--- config.mk ---
export PLATFORM = sky130hd
export DESIGN_NAME = dtg_divider
export DESIGN_NICKNAME = d
export VERILOG_FILES = /design/src/rtl/dtg_pkg.sv /design/src/rtl/dtg_divider.sv
export SDC_FILE = /design/constraint.sdc
export NUM_CORES = 1
export LEC_CHECK = 0
export BUFFER_PORTS_ARGS = -buffer_cell sky130_fd_sc_hd__clkbuf_2
export CORE_UTILIZATION = 50
export CTS_CLUSTER_DIAMETER = 30
export DETAILED_ROUTE_END_ITERATION = 8
export PLACE_DENSITY = 0.71
export SYNTH_ARGS = -nofsm -noshare
export SYNTH_HDL_FRONTEND = slang
export SYNTH_SLANG_ARGS = --single-unit
export TNS_END_PERCENT = 50
--- constraint.sdc ---
create_clock -name clock -period 3.99 [get_ports clock]
set_clock_uncertainty 0.2 [all_clocks]
set_input_delay 0.1995 -clock clock [delete_from_list [all_inputs] [get_ports clock]]
set_output_delay 0.1995 -clock clock [all_outputs]
set_load 0.01 [all_outputs]
--- src/rtl/dtg_pkg.sv ---
// dtg_pkg: shared widths, status and operation codes, tone frequencies and
// the digit decoder of the dtmf tone generator.
// No dependencies; every other file of the block uses it by scoped names.
package dtg_pkg;

   // field and state widths
   localparam int RATE_W   = 18;
   localparam int PHASE_W  = 32;
   localparam int FREQ_W   = 11;
   localparam int IDX_W    = 17;
   localparam int SAMPLE_W = 16;
   localparam int STATUS_W = 3;
   localparam int CODE_W   = 8;

   // sample rate after reset, in hertz
   localparam logic [RATE_W-1:0] RATE_RESET = 18'd8000;

   // operation codes
   localparam logic OP_START = 1'b0;
   localparam logic OP_TICK  = 1'b1;

   // result status codes
   localparam logic [STATUS_W-1:0] STATUS_SAMPLE    = 3'd0;
   localparam logic [STATUS_W-1:0] STATUS_ACCEPTED  = 3'd1;
   localparam logic [STATUS_W-1:0] STATUS_UNKNOWN   = 3'd2;
   localparam logic [STATUS_W-1:0] STATUS_BUSY      = 3'd3;
   localparam logic [STATUS_W-1:0] STATUS_IDLE_TICK = 3'd4;

   // row and column tone frequencies in hertz
   localparam logic [FREQ_W-1:0] FREQ_ROW1 = 11'd697;
   localparam logic [FREQ_W-1:0] FREQ_ROW2 = 11'd770;
   localparam logic [FREQ_W-1:0] FREQ_ROW3 = 11'd852;
   localparam logic [FREQ_W-1:0] FREQ_ROW4 = 11'd941;
   localparam logic [FREQ_W-1:0] FREQ_COL1 = 11'd1209;
   localparam logic [FREQ_W-1:0] FREQ_COL2 = 11'd1336;
   localparam logic [FREQ_W-1:0] FREQ_COL3 = 11'd1477;
   localparam logic [FREQ_W-1:0] FREQ_COL4 = 11'd1633;

   // output gain, 0.45 * 65536 (about 0.9 of full scale for the sum)
   localparam logic signed [SAMPLE_W-1:0] AMPLITUDE_Q16 = 16'sd29491;

   // distance between lower and upper case latin letters
   localparam logic [CODE_W-1:0] CASE_OFFSET = 8'd32;

   typedef struct packed {
      logic [FREQ_W-1:0] row;
      logic [FREQ_W-1:0] col;
   } tone_pair_type;

   // request to the step divider
   typedef struct packed {
      logic              start;
      logic [FREQ_W-1:0] freq;
      logic [RATE_W-1:0] divisor;
   } div_req_type;

   // answer of the step divider
   typedef struct packed {
      logic               done;
      logic [PHASE_W-1:0] quotient;
   } div_rsp_type;

   // rate update towards the length unit
   typedef struct packed {
      logic              write;
      logic [RATE_W-1:0] rate;
   } len_req_type;

   // part lengths in samples, busy while being recomputed
   typedef struct packed {
      logic             busy;
      logic [IDX_W-1:0] tone_len;
      logic [IDX_W-1:0] gap_len;
   } len_status_type;

   // keypad lookup, row of zero marks an unknown character
   function automatic tone_pair_type decode_digit(input logic [CODE_W-1:0] code);
      logic [CODE_W-1:0] ch;
      tone_pair_type     pair;
      ch = code;
      if (code >= "a" && code <= "d") begin
         ch = code - CASE_OFFSET;
      end
      case (ch)
         "1": begin pair.row = FREQ_ROW1; pair.col = FREQ_COL1; end
         "2": begin pair.row = FREQ_ROW1; pair.col = FREQ_COL2; end
         "3": begin pair.row = FREQ_ROW1; pair.col = FREQ_COL3; end
         "A": begin pair.row = FREQ_ROW1; pair.col = FREQ_COL4; end
         "4": begin pair.row = FREQ_ROW2; pair.col = FREQ_COL1; end
         "5": begin pair.row = FREQ_ROW2; pair.col = FREQ_COL2; end
         "6": begin pair.row = FREQ_ROW2; pair.col = FREQ_COL3; end
         "B": begin pair.row = FREQ_ROW2; pair.col = FREQ_COL4; end
         "7": begin pair.row = FREQ_ROW3; pair.col = FREQ_COL1; end
         "8": begin pair.row = FREQ_ROW3; pair.col = FREQ_COL2; end
         "9": begin pair.row = FREQ_ROW3; pair.col = FREQ_COL3; end
         "C": begin pair.row = FREQ_ROW3; pair.col = FREQ_COL4; end
         "*": begin pair.row = FREQ_ROW4; pair.col = FREQ_COL1; end
         "0": begin pair.row = FREQ_ROW4; pair.col = FREQ_COL2; end
         "#": begin pair.row = FREQ_ROW4; pair.col = FREQ_COL3; end
         "D": begin pair.row = FREQ_ROW4; pair.col = FREQ_COL4; end
         default: begin
            pair.row = '0;
            pair.col = '0;
         end
      endcase
      return pair;
   endfunction

endpackage

--- src/rtl/dtg_divider.sv ---
// dtg_divider: bit-serial restoring divider for the phase steps,
// quotient = floor(freq * 2^32 / divisor) mod 2^32. Depends on dtg_pkg.
module dtg_divider (
   input  logic                 clock,
   input  logic                 reset,
   input  dtg_pkg::div_req_type div_req,
   output dtg_pkg::div_rsp_type div_rsp
);

   localparam int DVD_W = dtg_pkg::FREQ_W + dtg_pkg::PHASE_W;
   localparam int CNT_W = $clog2(DVD_W + 1);

   logic                          run_ff;
   logic                          done_ff;
   logic [CNT_W-1:0]              count_ff;
   logic [DVD_W-1:0]              dvd_ff;
   logic [dtg_pkg::RATE_W-1:0]    rem_ff;
   logic [dtg_pkg::RATE_W-1:0]    div_ff;
   logic [dtg_pkg::PHASE_W-1:0]   quo_ff;
   logic [dtg_pkg::RATE_W:0]      rem_shift;
   logic                          take;
   logic [dtg_pkg::RATE_W-1:0]    rem_in;

   // one quotient bit per cycle
   assign rem_shift = {rem_ff, dvd_ff[DVD_W-1]};
   assign take      = rem_shift >= {1'b0, div_ff};
   assign rem_in    = take ? dtg_pkg::RATE_W'(rem_shift - {1'b0, div_ff})
                           : rem_shift[dtg_pkg::RATE_W-1:0];

   // iteration control and datapath registers
   always_ff @(posedge clock) begin
      if (reset) begin
         run_ff   <= 1'b0;
         done_ff  <= 1'b0;
         count_ff <= '0;
      end else begin
         done_ff <= 1'b0;
         if (div_req.start) begin
            dvd_ff   <= {div_req.freq, dtg_pkg::PHASE_W'(0)};
            rem_ff   <= '0;
            div_ff   <= div_req.divisor;
            count_ff <= CNT_W'(DVD_W);
            run_ff   <= 1'b1;
         end else if (run_ff) begin
            dvd_ff   <= {dvd_ff[DVD_W-2:0], 1'b0};
            rem_ff   <= rem_in;
            quo_ff   <= {quo_ff[dtg_pkg::PHASE_W-2:0], take};
            count_ff <= count_ff - 1'b1;
            if (count_ff == CNT_W'(1)) begin
               run_ff  <= 1'b0;
               done_ff <= 1'b1;
            end
         end
      end
   end

   assign div_rsp.done     = done_ff;
   assign div_rsp.quotient = quo_ff;

endmodule

==> run summary <==
Die area: 0.00918 mm2
XOR/XNOR Fraction of Synth Area: 0.0298
Number of enable flip-flop cells after synthesis: 79
Die Ht: 95.8 um
YS warnings: 0
Clk pin slew, worst setup/hold paths: 0.09 ns
Post-CTS Setup Bufs: 0
Post-synthesis compound-gate area fraction: 0.147
Worst vdd ir: 0.000264 V
Kind of critical path: reg -> reg
R2R Path End: rem_ff[14]
Ratio of cells with drive above 1 in the final layout: 0.282
Final TNS setup: 0 ns
Synth Area per Inst: 12.9 um2
Final setup fails: 0
DR DRC count: 0
Total wire length: 8610 um
CTS resizes: 0
Post-synthesis mux area share: 0.0460
Post-Synth Simple-Gate Area: 0.0955
Setup crit start kind: flop
Adder-cell share of the synthesized area: 0.0614
Post-synthesis register bit count: 87
Unrepaired setup endpoints after global routing: no
PD cells: 423 mW/mm2
Clock Path Buffers: 2
Port Buffers: 64
Vias per std cell: 5.50
Clock Latency Late Sink: 0.35 ns
N_diodes: 0
Initial antenna violation count: 0
Sequential cell area fraction in the yosys report: 0.575
Post-synth top flop: edfxtp_1
Syn Inst Count: 340
Final ANT Viol Nets: 0
Dpl cell area: 0.00480 mm2
Clock sink count: 87
Max cap viols: 0
Final setup margin: 0.961 ns
1st-pass router iterations: 4
Global-route wire length before repair: 13800 um
Top-Level Pins: 65
R2R depth: 10
Setup crit end kind: flop
Layout Nets: 488
Max Fclk: 0.330 GHz
Via count: 2999
Largest family of logic cells by synthesized area: compound AO/OA/AOI/OAI gates
Tcrit/Tclk final: 0.759
Total track usage: 0.203
Largest net degree at the start of global routing: 34
Synth cell types: 60
Starting Density: 0.525
Flop-to-flop setup slack: 0.96 ns
CP Capture Point: rem_ff[14]
Worst EP arrival: 2.92 ns
Worst reg2reg path startpoint: dvd_ff[42]
Root Driver: clkbuf_8
Initial drt markers: 239
Placer Congestion: 0.930
Detailed placement HPWL: 5920 um
Rows: 33
Synthesized Nets: 393
Slew headroom: 0.298
TritonCTS clock tree: built
Core area: 0.00838 mm2
Ys async rst share: 0
Leading cell types in the layout, fill and taps excluded: edfxtp_1 (79), clkbuf_2 (64), dlygate4sd3_1 (30)
Global route total overflow: 0
Count of pins over their slew limit: 0
Design area: 0.00531 mm2
Status: finished clean
Fin crit period: 3.03 ns
Final hold vios: 0
Slew @ Worst Pin: 1.05 ns
Critical Path RT: 3.88 ns
Lkg Pwr: 2.15 nW
Pwr Total: 2.25 mW
Most common cell after layout, fill and taps aside: edfxtp_1
CTS Buf Count: 9
Crit. Startpoint: dvd_ff[42]
Critical-path maximum fanout: 4
Hold Path Stages: 2
CP max stage delay: 0.43 ns
Post-CTS Hold Buffers: 30
Worst slack, placed: 0.992 ns
Area Growth Syn to Fin: 20.6%
CP cell instances: inv_1 > ha_1 > inv_1 > fa_1 > a211o_1 > a211o_1 > and4_1 > o41a_1 > nand3_2 > a21oi_2
Die width: 95.8 um
Worst Hold Class: in -> reg
Placed insts: 499
Non-filler instance count after layout: 545
# H-tree levels: 3
Critical-path top delay cell: fa_1
Vias in the first global route: 2929
Average wire per standard cell: 15.8 um
Mapped cell area: 0.00440 mm2
## cell usage after synthesis (2+ instances only)
cell        n  area, um2
nand3_1     2       10.0
nand2b_1    3       18.8
o21a_1      2       15.0
mux2_2     10        113
a211o_1     4       35.0
nor2_1     25       93.8
mux2i_1     9       90.1
o21ai_0     8       40.0
a21oi_1    17       85.1
inv_1      23       86.3
a41oi_1     3       26.3
edfxtp_1   79       2370
o211a_1     2       20.0
buf_2       3       15.0
and4_1      3       26.3
clkbuf_1    4       15.0
a21o_1      8       60.1
nor2_2      5       31.3
nand4_1     4       25.0
xor2_1      8       70.1
a211oi_2    4       50.1
nor4_1      2       12.5
buf_4       6       45.0
xnor2_1     7       61.3
o21ai_2     2       17.5
nand3_2     3       30.0
a21oi_2     5       43.8
nand2_1    16       60.1
nor3b_1     3       22.5
o211ai_1    4       30.0
dfxtp_1     8        160
a21boi_0    3       22.5
and2_1      4       25.0
o2111ai_1   4       35.0
nor3_1      3       15.0
ha_1       20        250
## how the worst min path moves through the flow
stage | start | endpoint | slack, ns
floorplan | div_req[0] | div_ff[0] | 0.1
global placement | div_req[3] | div_ff[3] | 0.18
detailed placement | div_req[9] | div_ff[9] | 0.18
CTS | div_req[29] | rem_ff[9] | 0.19
global route | div_req[29] | rem_ff[13] | 0.21
finish | div_req[29] | rem_ff[8] | 0.21
## power breakdown
part           total, mW  internal [mW]  leakage, nW  switching [mW]
registers           1.09           1.06        0.808          0.0268
clock network      0.670          0.355        0.104           0.315
logic              0.491          0.214         1.24           0.277
## state kept, by name (all words and copies together), names as in the netlist
register,cells
run_ff,1
rem_ff,18
quo_ff,32
done_ff,1
count_ff,6
dvd_ff,11
div_ff,18
## per-stage QoR
step,util,hold WS [ns]
after floorplan,-,0.0984
after global placement,0.572,0.176
after detailed placement,0.572,0.178
after CTS,0.633,0.189
after global routing,0.633,0.215
final,0.633,0.206
## routing by layer
metal	wire length, um	part of all wire	track usage
met2	4170	0.48	0.328
met4	139	0.016	0.0746
met3	332	0.039	0.0537
met1	3970	0.46	0.262
met5	0	0	0
## layout make-up
class | instances | area, um2
timing repair buffer | 100 | 666
fill | 666 | 3070
tap | 105 | 131
inverter | 23 | 86.3
multi-input combinational | 214 | 1680
clock inverter | 5 | 81.3
sequential | 87 | 2530
clock buffer | 11 | 131
## critical path, delay by kind of cell (launching register included)
kind,cells,cell delay (ns)
AO/OA/AOI/OAI,4,1.10
flip-flops,1,0.41
AND/OR/NAND/NOR,2,0.34
buffers and inverters,2,0.14
adder cells (fa/ha/maj),2,0.58
## cells by family after synthesis
kind of cell | after synthesis
DFF | 87
xor gates and xnor gates | 15
and+or+nand+nor | 79
AOI/OAI and AO/OA | 80
buffers and inverters | 39
adders and majority gates | 21
muxes | 19
(Power assumes the default switching activity.)
