--- src/rtl/dtg_pkg.sv ---
// dtg_pkg: shared widths, status and operation codes, tone frequencies and
// the digit decoder of the dtmf tone generator.
// No dependencies; every other file of the block uses it by scoped names.
package dtg_pkg;

   // field and state widths
   localparam int RATE_W   = 18;
   localparam int PHASE_W  = 32;
   localparam int FREQ_W   = 11;
   localparam int IDX_W    = 17;
   localparam int SAMPLE_W = 16;
   localparam int STATUS_W = 3;
   localparam int CODE_W   = 8;

   // sample rate after reset, in hertz
   localparam logic [RATE_W-1:0] RATE_RESET = 18'd8000;

   // operation codes
   localparam logic OP_START = 1'b0;
   localparam logic OP_TICK  = 1'b1;

   // result status codes
   localparam logic [STATUS_W-1:0] STATUS_SAMPLE    = 3'd0;
   localparam logic [STATUS_W-1:0] STATUS_ACCEPTED  = 3'd1;
   localparam logic [STATUS_W-1:0] STATUS_UNKNOWN   = 3'd2;
   localparam logic [STATUS_W-1:0] STATUS_BUSY      = 3'd3;
   localparam logic [STATUS_W-1:0] STATUS_IDLE_TICK = 3'd4;

   // row and column tone frequencies in hertz
   localparam logic [FREQ_W-1:0] FREQ_ROW1 = 11'd697;
   localparam logic [FREQ_W-1:0] FREQ_ROW2 = 11'd770;
   localparam logic [FREQ_W-1:0] FREQ_ROW3 = 11'd852;
   localparam logic [FREQ_W-1:0] FREQ_ROW4 = 11'd941;
   localparam logic [FREQ_W-1:0] FREQ_COL1 = 11'd1209;
   localparam logic [FREQ_W-1:0] FREQ_COL2 = 11'd1336;
   localparam logic [FREQ_W-1:0] FREQ_COL3 = 11'd1477;
   localparam logic [FREQ_W-1:0] FREQ_COL4 = 11'd1633;

   // output gain, 0.45 * 65536 (about 0.9 of full scale for the sum)
   localparam logic signed [SAMPLE_W-1:0] AMPLITUDE_Q16 = 16'sd29491;

   // distance between lower and upper case latin letters
   localparam logic [CODE_W-1:0] CASE_OFFSET = 8'd32;

   typedef struct packed {
      logic [FREQ_W-1:0] row;
      logic [FREQ_W-1:0] col;
   } tone_pair_type;

   // request to the step divider
   typedef struct packed {
      logic              start;
      logic [FREQ_W-1:0] freq;
      logic [RATE_W-1:0] divisor;
   } div_req_type;

   // answer of the step divider
   typedef struct packed {
      logic               done;
      logic [PHASE_W-1:0] quotient;
   } div_rsp_type;

   // rate update towards the length unit
   typedef struct packed {
      logic              write;
      logic [RATE_W-1:0] rate;
   } len_req_type;

   // part lengths in samples, busy while being recomputed
   typedef struct packed {
      logic             busy;
      logic [IDX_W-1:0] tone_len;
      logic [IDX_W-1:0] gap_len;
   } len_status_type;

   // keypad lookup, row of zero marks an unknown character
   function automatic tone_pair_type decode_digit(input logic [CODE_W-1:0] code);
      logic [CODE_W-1:0] ch;
      tone_pair_type     pair;
      ch = code;
      if (code >= "a" && code <= "d") begin
         ch = code - CASE_OFFSET;
      end
      case (ch)
         "1": begin pair.row = FREQ_ROW1; pair.col = FREQ_COL1; end
         "2": begin pair.row = FREQ_ROW1; pair.col = FREQ_COL2; end
         "3": begin pair.row = FREQ_ROW1; pair.col = FREQ_COL3; end
         "A": begin pair.row = FREQ_ROW1; pair.col = FREQ_COL4; end
         "4": begin pair.row = FREQ_ROW2; pair.col = FREQ_COL1; end
         "5": begin pair.row = FREQ_ROW2; pair.col = FREQ_COL2; end
         "6": begin pair.row = FREQ_ROW2; pair.col = FREQ_COL3; end
         "B": begin pair.row = FREQ_ROW2; pair.col = FREQ_COL4; end
         "7": begin pair.row = FREQ_ROW3; pair.col = FREQ_COL1; end
         "8": begin pair.row = FREQ_ROW3; pair.col = FREQ_COL2; end
         "9": begin pair.row = FREQ_ROW3; pair.col = FREQ_COL3; end
         "C": begin pair.row = FREQ_ROW3; pair.col = FREQ_COL4; end
         "*": begin pair.row = FREQ_ROW4; pair.col = FREQ_COL1; end
         "0": begin pair.row = FREQ_ROW4; pair.col = FREQ_COL2; end
         "#": begin pair.row = FREQ_ROW4; pair.col = FREQ_COL3; end
         "D": begin pair.row = FREQ_ROW4; pair.col = FREQ_COL4; end
         default: begin
            pair.row = '0;
            pair.col = '0;
         end
      endcase
      return pair;
   endfunction

endpackage

--- src/rtl/dtg_length.sv ---
// dtg_length: tone and gap part lengths, rate * ms / 1000, recomputed in a
// short pipeline after each rate write. Depends on dtg_pkg.
module dtg_length #(
   parameter int TONE_MS = 200,
   parameter int GAP_MS  = 200
) (
   input  logic                    clock,
   input  logic                    reset,
   input  dtg_pkg::len_req_type    len_req,
   output dtg_pkg::len_status_type len_status
);

   localparam int MAX_MS      = (TONE_MS > GAP_MS) ? TONE_MS : GAP_MS;
   localparam int MS_W        = $clog2(MAX_MS + 1);
   localparam int PROD_W      = dtg_pkg::RATE_W + MS_W;
   // 1000 = 8 * 125: shift by three, then divide by 125 through a reciprocal
   localparam int EIGHT_SHIFT = 3;
   localparam int DIV_REST    = 125;
   localparam int X_W         = PROD_W - EIGHT_SHIFT;
   localparam int RECIP_SHIFT = 31;
   localparam int RECIP_W     = 25;
   localparam logic [RECIP_W-1:0] RECIP = RECIP_W'((64'd1 << RECIP_SHIFT) / DIV_REST);
   localparam int LANES       = 2;
   localparam logic [MS_W-1:0] LANE_MS [LANES] = '{MS_W'(TONE_MS), MS_W'(GAP_MS)};
   localparam logic [dtg_pkg::IDX_W-1:0] TONE_RESET =
      dtg_pkg::IDX_W'(int'(dtg_pkg::RATE_RESET) * TONE_MS / 1000);
   localparam logic [dtg_pkg::IDX_W-1:0] GAP_RESET =
      dtg_pkg::IDX_W'(int'(dtg_pkg::RATE_RESET) * GAP_MS / 1000);

   logic                          stage1_ff;
   logic                          stage2_ff;
   logic [PROD_W-1:0]             prod_ff [LANES];
   logic [X_W-1:0]                x_ff    [LANES];
   logic [X_W-1:0]                est_ff  [LANES];
   logic [X_W+RECIP_W-1:0]        recip_prod [LANES];
   logic [X_W-1:0]                rem       [LANES];
   logic [dtg_pkg::IDX_W-1:0]     len_in    [LANES];
   logic [dtg_pkg::IDX_W-1:0]     len_ff    [LANES];

   // reciprocal estimate, low by at most one, then one compare and correct
   always_comb begin
      for (int l = 0; l < LANES; l++) begin
         recip_prod[l] = (X_W + RECIP_W)'(prod_ff[l][PROD_W-1:EIGHT_SHIFT]) *
                         (X_W + RECIP_W)'(RECIP);
         rem[l]        = x_ff[l] - X_W'(est_ff[l] * X_W'(DIV_REST));
         len_in[l]     = (rem[l] >= X_W'(DIV_REST))
                         ? dtg_pkg::IDX_W'(est_ff[l] + 1'b1)
                         : dtg_pkg::IDX_W'(est_ff[l]);
      end
   end

   // three register stages per lane
   always_ff @(posedge clock) begin
      if (reset) begin
         stage1_ff <= 1'b0;
         stage2_ff <= 1'b0;
         len_ff[0] <= TONE_RESET;
         len_ff[1] <= GAP_RESET;
      end else begin
         stage1_ff <= len_req.write;
         stage2_ff <= stage1_ff;
         for (int l = 0; l < LANES; l++) begin
            prod_ff[l] <= PROD_W'(len_req.rate) * PROD_W'(LANE_MS[l]);
            x_ff[l]    <= prod_ff[l][PROD_W-1:EIGHT_SHIFT];
            est_ff[l]  <= X_W'(recip_prod[l] >> RECIP_SHIFT);
            if (stage2_ff) begin
               len_ff[l] <= len_in[l];
            end
         end
      end
   end

   assign len_status.busy     = stage1_ff || stage2_ff;
   assign len_status.tone_len = len_ff[0];
   assign len_status.gap_len  = len_ff[1];

endmodule

--- config.mk ---
export PLATFORM = sky130hd
export DESIGN_NAME = dtg_length
export DESIGN_NICKNAME = d
export VERILOG_FILES = /design/src/rtl/dtg_pkg.sv /design/src/rtl/dtg_length.sv
export SDC_FILE = /design/constraint.sdc
export NUM_CORES = 1
export LEC_CHECK = 0
export BUFFER_PORTS_ARGS = -buffer_cell sky130_fd_sc_hd__buf_2
export CAP_MARGIN = 20
export CORE_ASPECT_RATIO = 0.75
export CORE_MARGIN = 1
export CORE_UTILIZATION = 30
export CTS_CLUSTER_SIZE = 12
export DETAILED_ROUTE_END_ITERATION = 8
export GPL_TIMING_DRIVEN = 0
export HOLD_SLACK_MARGIN = 0.15
export PLACE_DENSITY = 0.46
export SYNTH_ARGS = -nofsm -noshare
export SYNTH_HDL_FRONTEND = slang
export SYNTH_SLANG_ARGS = --single-unit
--- constraint.sdc ---
create_clock -name clock -period 17.8 [get_ports clock]
set_input_delay 2.67 -clock clock [delete_from_list [all_inputs] [get_ports clock]]
set_output_delay 2.67 -clock clock [all_outputs]
set_load 0.05 [all_outputs]
==> reports/results.txt <==
row count - 75
delay-heaviest family, CP - adder cells
crit path time final - 8.32 ns
crit path launch type - flip-flop
total setup buffers inserted after CTS - 0
Crit Path Class - reg -> reg
Slew @ Worst Pin - 0.881 ns
CTS HTree Levels - 3
Max Root-Sink Buffers - 2
die area - 58200 um2
Worst setup EP type - flip-flop
routed wire length - 38400 um
Mean Syn Cell Area - 10.1 um2
Crit. path cell count - 22
CP Buf/Inv Count - 4
number of buffers created by CTS - 9
post-synthesis sequential area ratio - 14.2%
WP data required - 17.90 ns
main area contributors after synthesis - fa_1, ha_1, edfxtp_1, inv_1, nand2_1
status - finished clean
reg-to-reg startpoint - prod_ff[0][35]
Ys Warns - 0
via count - 10916
WHS Endpoint - stage2_ff
initial antenna violation count - 0
R2R setup slack - 9.48 ns
Die Span Y - 209 um
# hold bufs at CTS - 0
port buffer count - 55
routability cong. - 0.816
Ant. Diodes - 0
min-delay src - stage1_ff
top-area cell type share of the netlist area - 29.6%
biggest cell delay along the critical path - 0.78 ns
most frequent CP cell - fa_1
Worst Hold Class - reg -> reg
CTS tree - done
Final Hold Fails - 0
R2R Path End - est_ff[0][16]
cell with the most instances after synthesis - inv_1
Net Count, Synth - 2352
Worst Skew - 0.0156 ns
Seq cells post-synth - 82
die width - 278 um
CP max FO - 9
Final ANT Viol Nets - 0
Total Neg Setup Slack - 0 ns
Max Slew Vio Count - 0
Post-CTS Resized - 0
slowest CP cell - edfxtp_1
drt pass-1 iters - 5
num ports - 56
Root Driver - clkbuf_16
fmax - 120 MHz
Post-Syn Area - 17200 um2
RSZ-0062 raised after global routing - false
Post-synth EDFFs - 80
top_reg_cell synth - edfxtp_1
Via density - 4.36
Clock transition at path regs - 0.06 ns
core area - 56200 um2
crit-path cells - inv_1, ha_1, fa_1, fa_1, inv_1, fa_1, inv_1, fa_1, fa_1, fa_1, inv_1, ha_1, nand2_1, nand3_1, a2111oi_0, a31oi_1, o41ai_2, a211oi_2, a211oi_2, o31a_1, o21bai_2, a31o_2
Core Util, Final - 33.2%
pin count of the biggest net entering global routing - 44
Final Cycle Share - 46.7%
synth cell count leaders - inv_1, ha_1, fa_1, edfxtp_1, nand2_1
Layout Nets - 2419
CP Data Arrival Time - 8.42 ns
Yosys top cell by area - fa_1
post-synth cell types - 65
Setup-failing EPs final - 0
Rel. slew slack - 40.9%
layout cells sized above 1 - 6.67%
Async S/R FF share, synth - 0%
cells on worst reg2reg path - 22
DRC - 0
GRT Resource Usage Total - 14.0%
later-pin clock latency in the skew report - 0.36 ns
global route total overflow - 0
Max Cap Viol - 0
DRT iter0 DRCs - 426
hpwl dp - 33500 um
Avg WL per Cell - 15.4 um
vias in the first global route - 11609
Initial Util - 30.5%
hold path depth - 1
Synth Instances - 1698
global-route wire length before repair - 63500 um
area added between synthesis and finish - 8.64%
CTS Sinks - 82
==> worst register-to-register path: stages (launching register included) <==
cell	delay, ns
edfxtp_1	0.78
inv_1	0.26
ha_1	0.39
fa_1	0.51
fa_1	0.52
inv_1	0.05
fa_1	0.47
inv_1	0.06
fa_1	0.50
fa_1	0.51
fa_1	0.54
inv_1	0.04
ha_1	0.29
nand2_1	0.10
nand3_1	0.09
a2111oi_0	0.60
a31oi_1	0.31
o41ai_2	0.70
a211oi_2	0.25
a211oi_2	0.44
o31a_1	0.30
o21bai_2	0.09
a31o_2	0.26
==> routing by layer <==
layer	track usage [%]	vias up	wire length, um
li1	-	5470	-
met1	21.6	5305	21100
met2	20.9	131	15800
met3	2.52	10	1360
met4	1.35	0	163
met5	0	-	0
==> stage by stage <==
step,instances,cell area [um2],hold slack (ns),setup WS [ns]
floorplan,1698,17200,0.429,10.92
global placement,2484,18300,0.449,9.43
detailed placement,2485,18400,0.459,9.39
CTS,2501,18600,0.476,9.35
global route,2501,18600,0.491,9.04
finish,2501,18600,0.472,9.48
==> cells by family (layout without fill, tap and decap cells) <==
group / count (synthesis) / count (layout) / share of synthesized area, %
flops: 82 / 82 / 14.2
compound gates: 164 / 164 / 6.72
simple gates: 208 / 208 / 6.11
xor+xnor: 38 / 38 / 1.94
mux: 18 / 18 / 1.05
fa+ha+maj: 633 / 633 / 57.3
buf+inv: 555 / 627 / 12.7
==> registers in the layout (all words and copies together), names as in the netlist <==
register	flops
prod_ff	23
x_ff	23
est_ff	17
len_ff	17
stage1_ff	1
stage2_ff	1
==> worst max-delay path by stage <==
stage / from / endpoint / slack [ns]
after floorplan: prod_ff[0][44] / est_ff[0][16] / 10.92
final: prod_ff[0][35] / est_ff[0][16] / 9.48
after global routing: prod_ff[0][35] / est_ff[0][16] / 9.04
after CTS: prod_ff[0][35] / est_ff[0][16] / 9.35
after global placement: prod_ff[0][35] / est_ff[0][16] / 9.43
after detailed placement: prod_ff[0][35] / est_ff[0][16] / 9.39
==> final cells by class <==
type | count | area [um2]
Sequential cell | 82 | 2440
Timing Repair Buffer | 56 | 295
Clock inverter | 6 | 43.8
Clock buffer | 10 | 229
Buffer | 28 | 194
Multi-Input combinational cell | 1061 | 12500
Fill cell | 5769 | 37600
Tap cell | 731 | 915
Inverter | 527 | 1980
==> cells in the final DEF (no fill, tap or decap), drive strengths merged, types with 4 or more instances in the layout <==
cell type and count:
nor2b 9, nand3 17, a31oi 8, a21o 18, o21a 9, nand2b 11
clkinvlp 4, buf 78, and3 6, o21ai 27, a211oi 13, clkbuf 16
xor2 12, nand4 11, inv 527, a21oi 45, nor4 6, a2111oi 5
fa 254, xnor2 26, o22ai 5, nor3 18, nor2 39, o21bai 7
nand2 62, edfxtp 80, mux2i 18, or3 6, or2 9, ha 379
Power is not shown: default switching activity piles up to over one toggle a cycle in this logic, so the estimate is an artifact.
